### src/sv/ppjq_pkg.sv
// Package for the preemptive priority job queue.
// Holds the queue depth, the request, response and slot types and the cell control struct.
// No dependencies.
`timescale 1ns / 1ps

package ppjq_pkg;

   localparam int QUEUE_DEPTH = 16;
   localparam int OCC_W       = $clog2(QUEUE_DEPTH + 1);

   typedef enum logic {
      ACT_TICK   = 1'b0,
      ACT_ARRIVE = 1'b1
   } action_type;

   typedef struct packed {
      action_type  action;
      logic [7:0]  job_id;
      logic [15:0] burst;
      logic [7:0]  priority_req;
   } req_type;

   typedef struct packed {
      logic             done_valid;
      logic [7:0]       done_job;
      logic             running_valid;
      logic [7:0]       running_job;
      logic [OCC_W-1:0] queued_count;
      logic             overflow;
   } rsp_type;

   typedef struct packed {
      logic [7:0]  job;
      logic [15:0] remaining;
      logic [7:0]  prio;
   } slot_type;

   typedef struct packed {
      logic insert;
      logic remove;
      logic dec_head;
   } cell_ctrl_type;

endpackage

### src/sv/ppjq_cell.sv
// One slot of the sorted job queue, a cell in the shift chain.
// Depends on ppjq_pkg for the slot and control types.
`timescale 1ns / 1ps

module ppjq_cell
   import ppjq_pkg::*;
(
   input  logic          clock,
   input  cell_ctrl_type ctrl,
   input  logic          head,
   input  logic          occupied,
   input  logic          prev_stay,
   input  slot_type      new_slot,
   input  slot_type      left_slot,
   input  slot_type      right_slot,
   output slot_type      slot_q,
   output slot_type      slot_next,
   output logic          stay
);

   slot_type slot_ff;
   slot_type slot_in;

   // A queued job stays in place when the arrival has strictly lower priority.
   assign stay = occupied && (new_slot.prio < slot_ff.prio);

   always_comb begin
      slot_in = slot_ff;
      if (ctrl.insert) begin
         if (!stay) begin
            slot_in = prev_stay ? new_slot : left_slot;
         end
      end else if (ctrl.remove) begin
         slot_in = right_slot;
      end else if (ctrl.dec_head && head) begin
         slot_in.remaining = slot_ff.remaining - 16'd1;
      end
   end

   always_ff @(posedge clock) begin
      slot_ff <= slot_in;
   end

   assign slot_q    = slot_ff;
   assign slot_next = slot_in;

endmodule

### src/sv/preemptive_priority_job_queue.sv
// Preemptive priority job queue, top level.
// Depends on ppjq_pkg and instantiates a row of ppjq_cell slots.
`timescale 1ns / 1ps

// The queue holds up to sixteen jobs in a row of slot cells, sorted with the highest
// priority at the head. Every cell decides its next contents in the same cycle from its
// own slot and its neighbors, so an arrival or a tick is taken every clock cycle while the
// output register is empty or its response is being taken, and the response is loaded into
// the output register in the cycle after the request is accepted. A new request is taken
// while the previous response waits, as long as that response is taken in the same cycle.

module preemptive_priority_job_queue
   import ppjq_pkg::*;
(
   input  logic    clock,
   input  logic    reset,
   input  logic    req_valid,
   output logic    req_ready,
   input  req_type req_payload,
   output logic    rsp_valid,
   input  logic    rsp_ready,
   output rsp_type rsp_payload
);

   logic             accept;
   logic             full;
   logic             done;
   logic [OCC_W-1:0] occ_ff;
   logic [OCC_W-1:0] occ_in;
   logic             rsp_valid_ff;
   logic             rsp_valid_in;
   rsp_type          rsp_ff;
   rsp_type          rsp_in;
   cell_ctrl_type    ctrl;
   slot_type         new_slot;
   slot_type         slot_q    [QUEUE_DEPTH];
   slot_type         slot_next [QUEUE_DEPTH];
   logic             stay      [QUEUE_DEPTH];

   assign req_ready = !rsp_valid_ff || rsp_ready;
   assign accept    = req_valid && req_ready;
   assign full      = (occ_ff == OCC_W'(QUEUE_DEPTH));
   assign done      = (occ_ff != '0) && (slot_q[0].remaining <= 16'd1);

   assign new_slot.job       = req_payload.job_id;
   assign new_slot.remaining = req_payload.burst;
   assign new_slot.prio      = req_payload.priority_req;

   always_comb begin
      ctrl.insert   = accept && (req_payload.action == ACT_ARRIVE) && !full;
      ctrl.remove   = accept && (req_payload.action == ACT_TICK) && done;
      ctrl.dec_head = accept && (req_payload.action == ACT_TICK) && (occ_ff != '0) && !done;
   end

   genvar g;
   generate
      for (g = 0; g < QUEUE_DEPTH; g++) begin : g_cell
         slot_type left_slot;
         slot_type right_slot;
         logic     prev_stay;

         if (g == 0) begin : g_first
            assign left_slot = new_slot;
            assign prev_stay = 1'b1;
         end else begin : g_inner
            assign left_slot = slot_q[g-1];
            assign prev_stay = stay[g-1];
         end

         if (g == QUEUE_DEPTH - 1) begin : g_last
            assign right_slot = slot_q[g];
         end else begin : g_mid
            assign right_slot = slot_q[g+1];
         end

         ppjq_cell u_cell (
            .clock      (clock),
            .ctrl       (ctrl),
            .head       (g == 0),
            .occupied   (occ_ff > OCC_W'(g)),
            .prev_stay  (prev_stay),
            .new_slot   (new_slot),
            .left_slot  (left_slot),
            .right_slot (right_slot),
            .slot_q     (slot_q[g]),
            .slot_next  (slot_next[g]),
            .stay       (stay[g])
         );
      end
   endgenerate

   always_comb begin
      occ_in = occ_ff;
      if (ctrl.insert) begin
         occ_in = occ_ff + OCC_W'(1);
      end else if (ctrl.remove) begin
         occ_in = occ_ff - OCC_W'(1);
      end
   end

   always_comb begin
      rsp_in               = rsp_ff;
      rsp_valid_in         = rsp_valid_ff && !rsp_ready;
      if (accept) begin
         rsp_valid_in         = 1'b1;
         rsp_in.done_valid    = ctrl.remove;
         rsp_in.done_job      = ctrl.remove ? slot_q[0].job : 8'd0;
         rsp_in.running_valid = (occ_in != '0);
         rsp_in.running_job   = (occ_in != '0) ? slot_next[0].job : 8'd0;
         rsp_in.queued_count  = occ_in;
         rsp_in.overflow      = (req_payload.action == ACT_ARRIVE) && full;
      end
   end

   always_ff @(posedge clock) begin
      if (reset) begin
         occ_ff       <= '0;
         rsp_valid_ff <= 1'b0;
      end else begin
         occ_ff       <= occ_in;
         rsp_valid_ff <= rsp_valid_in;
      end
      rsp_ff <= rsp_in;
   end

   assign rsp_valid   = rsp_valid_ff;
   assign rsp_payload = rsp_ff;

   a_occ_bound: assert property (@(posedge clock) disable iff (reset)
      occ_ff <= OCC_W'(QUEUE_DEPTH))
      else $error("queue occupancy exceeds its depth");

   a_ovf_full: assert property (@(posedge clock) disable iff (reset)
      rsp_valid_ff && rsp_ff.overflow |-> rsp_ff.queued_count == OCC_W'(QUEUE_DEPTH))
      else $error("overflow reported with room in the queue");

   a_done_not_ovf: assert property (@(posedge clock) disable iff (reset)
      rsp_valid_ff |-> !(rsp_ff.done_valid && rsp_ff.overflow))
      else $error("completion and overflow reported together");

   a_running: assert property (@(posedge clock) disable iff (reset)
      rsp_valid_ff |-> rsp_ff.running_valid == (rsp_ff.queued_count != '0))
      else $error("running flag disagrees with queue count");

   a_dec_keeps: assert property (@(posedge clock) disable iff (reset)
      ctrl.dec_head |=> $stable(occ_ff))
      else $error("occupancy changed on a plain tick");

endmodule
### config.mk
export PLATFORM = sky130hd
export DESIGN_NAME = preemptive_priority_job_queue
export DESIGN_NICKNAME = d
export VERILOG_FILES = /design/src/sv/ppjq_pkg.sv /design/src/sv/ppjq_cell.sv /design/src/sv/preemptive_priority_job_queue.sv
export SDC_FILE = /design/constraint.sdc
export NUM_CORES = 1
export LEC_CHECK = 0
export BUFFER_PORTS_ARGS = -buffer_cell sky130_fd_sc_hd__buf_2
export CORE_MARGIN = 8
export CORE_UTILIZATION = 38
export DETAILED_ROUTE_END_ITERATION = 16
export SETUP_SLACK_MARGIN = 0.1
export SYNTH_ARGS = -nofsm -noshare
export SYNTH_HDL_FRONTEND = slang
export SYNTH_SLANG_ARGS = --single-unit
### constraint.sdc
create_clock -name clock -period 5.91 [get_ports clock]
set_input_delay 0.8865 -clock clock [delete_from_list [all_inputs] [get_ports clock]]
set_output_delay 0.8865 -clock clock [all_outputs]
set_load 0.02 [all_outputs]
### Word-level counts from Yosys, hierarchy flattened

Cells that the tools add are included.
Widths: inputs -> output; s select.

| word-level totals | value |
|---|---|
| flip-flop bits (word level) | 542 |
| output and inout port bits | 26 |
| word-level logic and storage cells | 256 |
| input bits | 37 |

| operators by class | value |
|---|---|
| equal/unequal tests | 16 |
| add/subtract/negate cells | 3 |
| $lt $le $gt $ge | 33 |
| reduce and logical (&&, ||, !) cells | 52 |
| mux-type cells | 94 |
| bitwise operators | 2 |

Operators with widths:

| operator | count |
|---|---|
| $mux 32 | 45 |
| $mux 16 | 16 |
| $mux 8 | 30 |
| $lt 8x8->1 | 16 |
| $gt 5x4->1 const B | 8 |
| $reduce_and 2->1 | 17 |
| $ne 2x2->1 const B | 15 |
| $logic_and 1x1->1 | 26 |
| $gt 5x3->1 const B | 4 |
| $le 16x1->1 const B | 1 |
| $sub 16x1->16 const B | 1 |
| $gt 5x1->1 const B | 2 |
| $gt 5x2->1 const B | 2 |
| $mux 5 | 2 |
| $reduce_bool 5->1 | 2 |
| $add 5x1->5 const B | 1 |
| $eq 5x5->1 const B | 1 |
| $sub 5x1->5 const B | 1 |
| $logic_not 1->1 | 4 |
| $reduce_bool 3->1 | 1 |
| $not 1->1 | 2 |
| $reduce_bool 2->1 | 1 |
| $logic_or 1x1->1 | 1 |
| $mux 1 | 1 |

### Depth between registers and ports, before layout

Gate-level depths: netlist (run 1).

| depth | value |
|---|---|
| word-level depth | 9 |
| depth in mapped cells | 12 |
| mapped depth without buffers | 9 |

### Hierarchy

A second synthesis (run 1) with hierarchy kept.

| second synthesis, totals | value |
|---|---|
| cell total of the unflattened synthesis | 4903 |
| area, all modules | 41598.6 µm² |

By module, submodules not included:

| module | cells an instance | area each (µm²) | sequential area each (µm²) | instances |
|---|---|---|---|---|
| ppjq_cell at g_cell[0].u_cell ... | 316 | 2677.6 | 640.6 | 8 |
| ppjq_cell at g_cell[3].u_cell ... | 273 | 2299.7 | 640.6 | 7 |
| ppjq_cell at g_cell[11].u_cell | 279 | 2308.5 | 640.6 | 1 |
| preemptive_priority_job_queue | 185 | 1771.7 | 840.8 | 1 |

### Least setup slack after synthesis (run 1)

OpenSTA, ideal clock, no wires.

| path | value |
|---|---|
| path type | input to register |
| start point | input port req_payload[7] (netlist bit) |
| end point | register g_cell[14].u_cell.slot_ff (netlist bit g_cell[14].u_cell.slot_q[0]), enable pin |
| data required time | 5444 ps |
| buffers on the path | 3 |
| path slack | 953 ps |
| library setup time | 466 ps |
| cell stages on the path | 7 |
| data arrival time | 4491 ps |
| path through | ha_1 a211o_1 clkbuf_1 clkbuf_1 buf_1 o21ai_0 o21ai_0 |

| on the way | value |
|---|---|
| word-level cells in the longest chain between the ends | 4 |

Ends and longest elaborated chain:

| item | line | text |
|---|---|---|
| start: declaration | preemptive_priority_job_queue.sv:19 | `input req_type req_payload,` |
| $lt 8x8->1 | ppjq_cell.sv:25 | `assign stay = occupied && (new_slot.prio < slot_ff.prio);` |
| $logic_and 1x1->1 | ppjq_cell.sv:25 |  |
| $ne 2x2->1 (no line) | -- |  |
| $reduce_and 2->1 (no line) | -- |  |
| end signal: assignment | ppjq_cell.sv:41 | `slot_ff <= slot_in;` |
| end: declaration | ppjq_cell.sv:21 | `slot_type slot_ff;` |

Every way passes these cells.
A chain may end at the register's enable or synchronous reset.

### Final worst setup path (run 1)

| path | value |
|---|---|
| start point | register occ_ff[0] |
| end point | register rsp_ff (netlist bit rsp_payload[12]) (data pin) |

| on the way | value |
|---|---|
| word-level cells in the longest chain between the ends | 6 |
| elaborated cells on any way between the ends | 16 |
| classes of those cells | 2 x add/sub; 1 x order compare; 1 x eq/ne; 5 x mux; 7 x reduce/logical |

Ends and longest elaborated chain:

| item | line | text |
|---|---|---|
| start: declaration | preemptive_priority_job_queue.sv:28 | `logic [OCC_W-1:0] occ_ff;` |
| start signal: assignment | preemptive_priority_job_queue.sv:120 | `occ_ff <= occ_in;` |
| parallel branches: the longest is 4 deep, another holds $sub 5x1->5 | -- |  |
| $mux 5 * | preemptive_priority_job_queue.sv:94 | `if (ctrl.insert) begin` |
| named net occ_in[1] | preemptive_priority_job_queue.sv:29 | `logic [OCC_W-1:0] occ_in;` |
| $reduce_bool 5->1 * | preemptive_priority_job_queue.sv:109 | `rsp_in.running_job = (occ_in != '0) ? slot_next[0].job : 8'd0;` |
| end signal: assignment | preemptive_priority_job_queue.sv:123 | `rsp_ff <= rsp_in;` |
| end: declaration | preemptive_priority_job_queue.sv:32 | `rsp_type rsp_ff;` |

Mark *: on every way through the listed nets, which the timed path passes. The select of a mux whose other input is x is not followed.

==> results of run 1 <==
metal layers:
layer  vias up  track usage (%)  share of wire (%)
met2       571             32.1                 50
met4         0             4.97                2.5
li1      11543                -                  -
met1     12209             24.6                 44
met5         -                0                  0
met3       138             1.79                3.8
worst min path at each step:
stage / from / end / slack (ps) / cells after the start
5_1_grt: reset / rsp_valid / 520 / 2
4_1_cts: reset / rsp_valid / 500 / 2
3_5_place_dp: g_cell[1].u_cell.slot_q[30] / g_cell[0].u_cell.slot_q[30] / 510 / 2
3_3_place_gp: g_cell[15].u_cell.slot_q[30] / g_cell[14].u_cell.slot_q[30] / 510 / 2
2_1_floorplan: g_cell[1].u_cell.slot_q[24] / g_cell[0].u_cell.slot_q[24] / 470 / 2
6_report: g_cell[15].u_cell.slot_q[30] / g_cell[14].u_cell.slot_q[30] / 520 / 2
where the power goes:
part	internal [mW]	switching, mW	total [mW]	leakage [nW]
Clock	2.05	1.62	3.67	0.901
Combinational	0.422	0.811	1.23	8.16
Sequential	4.52	0.142	4.66	5.07
Total	6.99	2.57	9.56	14.1
kinds of logic (layout without fill, tap and decap cells):
kind of cell | Yosys count | after routing | synth area share (%)
buf+inv | 440 | 368 | 5.50
fa+ha+maj | 119 | 119 | 4.65
compound gates | 891 | 891 | 19.1
simple gates | 882 | 882 | 12.8
other cells | 0 | 1 | 0
xor+xnor | 16 | 16 | 0.438
mux | 228 | 228 | 7.13
flops | 542 | 542 | 50.4
worst register-to-register path: stages (launching register included):
cell and delay (ps):
dfxtp_1 570, inv_1 190, ha_1 270, nor4b_2 190
nor4b_2 510, nand3_2 440, inv_2 650, o221ai_2 260
nor4_4 510, a21oi_1 90
sequential cells by signal, summed over array words and instances (netlist names):
name                  count
rsp_valid                 1
g_cell.u_cell.slot_q    512
occ_ff                    5
rsp_payload              24
cell type report:
cell class / instances / area, µm²
antenna: 1 / 2.50
fill: 8128 / 48400
clock inverter: 33 / 332
multi-input combinational: 2136 / 14400
sequential: 542 / 16100
tap: 1080 / 1350
clock buffer: 74 / 1530
inverter: 136 / 510
timing repair buffer: 125 / 858
cells in the final DEF, fill, tap and decap left out, types with 9 or more instances in the layout:
cell / netlist / routed
o221ai_1: 31 / 28
a31oi_1: 36 / 33
nor3b_1: 33 / 33
ha_1: 119 / 118
o21ai_0: 193 / 184
clkbuf_1: 201 / 13
and3_1: 31 / 31
dfxtp_1: 14 / 14
o211ai_1: 19 / 19
a311o_1: 14 / 14
mux2i_1: 228 / 228
nand2b_1: 15 / 15
a2bb2oi_1: 33 / 33
a221o_1: 141 / 141
buf_4: 0 / 57
xor2_1: 9 / 9
o21ai_4: 0 / 10
a21o_1: 28 / 28
clkbuf_16: 0 / 57
o311ai_0: 45 / 45
o22ai_1: 14 / 14
o22a_1: 17 / 17
nand2_1: 406 / 406
a21oi_1: 266 / 265
nor2_1: 158 / 157
edfxtp_1: 528 / 528
inv_1: 135 / 135
and2_1: 45 / 44
nor2b_1: 13 / 13
nand4_1: 36 / 36
buf_2: 79 / 62
nand3_1: 111 / 111
clkinv_1: 0 / 15
nor3_1: 10 / 10
through the flow:
step | util, % | worst slack [ps]
6_report | 42.0 | 1960
5_1_grt | 42.0 | 1670
4_1_cts | 42.0 | 1960
3_5_place_dp | 39.8 | 1810
3_3_place_gp | 39.8 | 1850
2_1_floorplan | - | 953
==> results by group, run 1 <==
Status
  • Status: complete, no violations

Drt
  • Final ANT Viol Nets: 0
  • DRC Markers: 0
  • Post-Route WL: 89700 µm
  • Drt pass-1 iters: 6
  • Wire per inst: 21.7 µm
  • Starting DRC count in detailed routing: 1914
  • Via total after detailed routing: 24461
  • Drt via density: 5.93

Worst setup path
  • Critical path's slowest cell: inv_2
  • Worst Path Buf+Inv: 2
  • Worst path depth: 9
  • CP max stage delay: 650 ps
  • Reg2reg path depth: 9
  • Worst Setup EP: rsp_payload[12]
  • Req. time, crit path: 6260 ps
  • Crit-path cells: inv_1 > ha_1 > nor4b_2 > nor4b_2 > nand3_2 > inv_2 > o221ai_2 > nor4_4 > a21oi_1
  • CP dominant cell by count: nor4b_2
  • CP Launch Type: flop
  • CP top delay family: simple AND/OR/NAND/NOR gates
  • Critical path peak fanout: 35
  • Critical path launch point: occ_ff[0]
  • Worst reg-to-reg setup slack: 1960 ps
  • Reg-to-Reg End: rsp_payload[12]
  • Worst r2r src: occ_ff[0]
  • Crit Path Class: reg2reg
  • CP arrival: 4310 ps
  • Worst setup EP type: flop

Synthesis
  • Ranking of synthesized cells by area: edfxtp_1 (50%), mux2i_1 (7.1%), nand2_1 (4.8%)
  • Distinct cells, synth: 69
  • Post-synth EDFFs: 528
  • Commonest cells in the netlist: edfxtp_1 (528), nand2_1 (406), a21oi_1 (266)
  • Netlist Area Pre-Place: 32000 µm²
  • FFs w/ async S/R, synth: 0%
  • Post-synth top area share: 49.5%
  • Post-synth top flop: edfxtp_1
  • Seq cells post-synth: 542
  • Sequential cell area fraction in the yosys report: 50.4%
  • Warnings, synthesis: 0
  • Cell count after synthesis: 3118
  • Net Count, Synth: 3274
  • Syn Area/Cell: 10.3 µm²
  • Most numerous cell in the Yosys netlist: edfxtp_1
  • Post-synth top area cell: edfxtp_1

Place
  • Placed instance area: 33300 µm²
  • HPWL after detailed placement: 61900 µm
  • IO Port Bufs: 62
  • GP Congestion: 0.832
  • Placed Cells: 4019

Timing
  • RSZ-0062 raised after global routing: false
  • Slew headroom: 18.7%
  • Peak Freq: 253 MHz
  • Setup_tns: 0 ps
  • Clock skew: 18.7 ps
  • Fin. Hold Viols: 0
  • Fin Hold WS: 516 ps
  • Final Cycle Share: 66.9%
  • Worst-Margin Slew: 1220 ps
  • Min cycle time layout: 3950 ps
  • Slew Limit Fails: 0
  • Setup-failing EPs final: 0

Clocking
  • Root Driver: clkbuf_16
  • Post-CTS Setup Bufs: 0
  • CTS tree: yes
  • CTS resizes: 0
  • Clock sinks: 542
  • Bufs on Longest Clock Path: 3
  • CTS HTree Levels: 2
  • Reg clk slew, reported paths: 60 ps
  • Later-pin clock latency in the skew report: 640 ps
  • Hold buffer count at cts: 0
  • Total CTS buffers: 57

Global routing
  • All-layer global routing usage: 18.5%
  • First-pass GRT wire length: 141000 µm
  • Vias in the first global route: 24686
  • Grt ovf: 0
  • Initial antenna violation count: 1
  • Pin count of the biggest net entering global routing: 156

Cells and area
  • Nets: 3154
  • Design Area, Final: 35100 µm²
  • Layout cells sized above 1: 8.14%
  • Finished Layout Cells: 4127
  • Synthesis-to-layout area growth: 9.73%

Floorplanning
  • Std-Cell Rows: 106
  • Die X: 306 µm
  • Die outline height: 306 µm
  • Starting density of the core: 38.3%
  • I/O Pins: 63
  • Die area: 93800 µm²
  • Core area: 83600 µm²

Pwr
  • Final Power: 9.56 mW
  • Leakage: 14.1 nW
  • PD cells: 272 nW/µm²
  • Peak supply drop: 0.000226 V

Flow run
  • Max Cap Viol: 0

Hold path
  • HP Class: reg2reg
No activity file was read; power rests on OpenSTA's default activity.
==> run 2: changes to the inputs <==
Clock period 5.91 ns to 3.4 ns, I/O delays scaled along.
==> results by group, run 2 (same netlist as run 1, synthesis figures left out) <==
Pwr
  • Gate power share: 13.4% (+0.5 points)
  • PD cells: 467 nW/µm² (+71%)
  • Peak supply drop: 0.000379 V (+68%)
  • Psw: 4.49 mW (+75%)
  • Sequential share of power: 48.3% (-0.4 points)
  • Net Sw Frac: 26.8% (-0.11 points)
  • P_int: 12.3 mW (+76%)
  • Clk network pwr share: 38.4% (about the same)
  • Leakage: 14.6 nW (+3.5%)

Timing
  • Final Cycle Share: 89.5% (+23 points)
  • Worst-Margin Slew: 1220 ps (+3.75 ps)
  • Peak Freq: 329 MHz (+30%)
  • Min cycle time layout: 3040 ps (-911 ps)
  • Clock skew: 22.1 ps (+3.43 ps)
  • Setup_tns: 0 ps (unchanged)
  • Setup-failing EPs final: 0 (unchanged)
  • Fin Hold WS: 157 ps (-360 ps)
  • Slew Limit Fails: 0 (unchanged)
  • Fin. Hold Viols: 0 (unchanged)
  • Slew headroom: 18.4% (-0.24 points)
  • RSZ-0062 raised after global routing: false

Drt
  • Drt pass-1 iters: 5 (-1)
  • Post-Route WL: 90700 µm (+1.1%)
  • DRC Markers: 0 (unchanged)
  • Starting DRC count in detailed routing: 2019 (+5.5%)
  • Via total after detailed routing: 24790 (+1.3%)
  • Wire per inst: 21.5 µm (-0.93%)
  • Drt via density: 5.89 (-0.65%)
  • Final ANT Viol Nets: 0 (unchanged)

Place
  • HPWL after detailed placement: 65100 µm (+5.2%)
  • GP Congestion: 0.822 (-1.2%)
  • IO Port Bufs: 62 (unchanged)
  • Placed instance area: 34100 µm² (+2.4%)
  • Placed Cells: 4101 (+2.0%)

Cells and area
  • Commonest cells after routing, fill and taps aside: edfxtp_1 (528), nand2_1 (399), a21oi_1 (265)
  • Layout cells sized above 1: 10.9% (+2.8 points)
  • Design Area, Final: 36000 µm² (+2.4%)
  • Antenna fix cells: 0 (-1)
  • Nets: 3240 (+2.7%)
  • Finished Layout Cells: 4210 (+2.0%)
  • Synthesis-to-layout area growth: 12.3%
  • Largest register FFs: 512 (unchanged)
  • Final core occ: 43.0% (+0.99 points)
  • Largest Register: g_cell.u_cell.slot_q
  • Most common cell after layout, fill and taps aside: edfxtp_1

Clocking
  • Clock sinks: 542 (unchanged)
  • CTS tree: yes
  • Post-CTS Setup Bufs: 0 (unchanged)
  • Total CTS buffers: 61 (+7.0%)
  • CTS HTree Levels: 2 (unchanged)
  • Reg clk slew, reported paths: 60 ps (about the same)
  • Bufs on Longest Clock Path: 3 (unchanged)
  • Hold buffer count at cts: 0 (unchanged)
  • CTS resizes: 0 (unchanged)
  • Later-pin clock latency in the skew report: 640 ps (about the same)
  • Root Driver: clkbuf_16

Worst setup path
  • Crit-path cells: buf_4 > a41oi_1 > a211o_2 > o21ai_0 > o21ai_4
  • CP Launch Type: flop
  • CP max stage delay: 900 ps (+250 ps)
  • Req. time, crit path: 3640 ps (-2620 ps)
  • Worst Path Buf+Inv: 1 (-1)
  • Crit Path Class: reg2reg
  • Critical path peak fanout: 32 (-8.6%)
  • CP arrival: 3280 ps (-1030 ps)
  • CP top delay family: compound AO/OA/AOI/OAI gates
  • Critical path's slowest cell: o21ai_4
  • Worst setup EP type: flop

Floorplanning
  • Starting density of the core: 38.3% (unchanged)
  • Die X: 306 µm (unchanged)
  • Std-Cell Rows: 106 (unchanged)
  • Die outline height: 306 µm (unchanged)
  • Die area: 93800 µm² (unchanged)
  • I/O Pins: 63 (unchanged)
  • Core area: 83600 µm² (unchanged)

Flow run
  • Max Cap Viol: 0 (unchanged)

Global routing
  • First-pass GRT wire length: 142000 µm (+0.58%)
  • Initial antenna violation count: 0 (-1)
  • Grt ovf: 0 (unchanged)
  • Pin count of the biggest net entering global routing: 110 (-29%)
  • Vias in the first global route: 25205 (+2.1%)
  • All-layer global routing usage: 18.6% (+0.089 points)

Hold path
  • HP Class: in2reg

Status
  • Status: complete, no violations
run 2: power groups by stage:
stage                     clock [mW]  sequential [mW]  combinational (mW)
after global placement             0             8.24                2.19
after CTS                       6.56             8.10                2.25
final                           6.44             8.10                2.24
after detailed placement           0             8.24                2.24
after global routing            6.80             8.14                2.48
after floorplan                    0             8.16                1.49
run 2: area by class of cell:
| class | count | area, µm² |
|---|---|---|
| clock buffer | 78 | 1610 |
| fill | 8045 | 47600 |
| clock inverter | 31 | 275 |
| inverter | 136 | 510 |
| multi-input combinational | 2136 | 14400 |
| sequential | 542 | 16100 |
| tap | 1080 | 1350 |
| timing repair buffer | 207 | 1650 |
run 2: path summary, 6_finish.rpt:
check	start	endpoint	slack [ps]	cells after the start
worst min-delay path	reset	occ_ff[4]	160	2
worst max register to register	occ_ff[1]	g_cell[14].u_cell.slot_q[14]	360	5
worst min register to register	g_cell[0].u_cell.slot_q[29]	g_cell[0].u_cell.slot_q[29]	530	2
worst max-delay path	occ_ff[1]	g_cell[14].u_cell.slot_q[14]	360	5
run 2: stage by stage:
step	power, mW	worst slack (ps)
2_1_floorplan	9.65	-482
4_1_cts	16.9	385
3_3_place_gp	10.4	206
3_5_place_dp	10.5	181
6_report	16.8	358
5_1_grt	17.4	174
run 2: per-layer routing:
| metal | wire length (µm) | share of wire (%) | global-route usage, % |
|---|---|---|---|
| met1 | 39300 | 43 | 24.1 |
| met2 | 44900 | 50 | 32.3 |
| met3 | 3720 | 4.1 | 2.18 |
| met4 | 2680 | 3.0 | 5.82 |
| met5 | 0 | 0 | 0 |
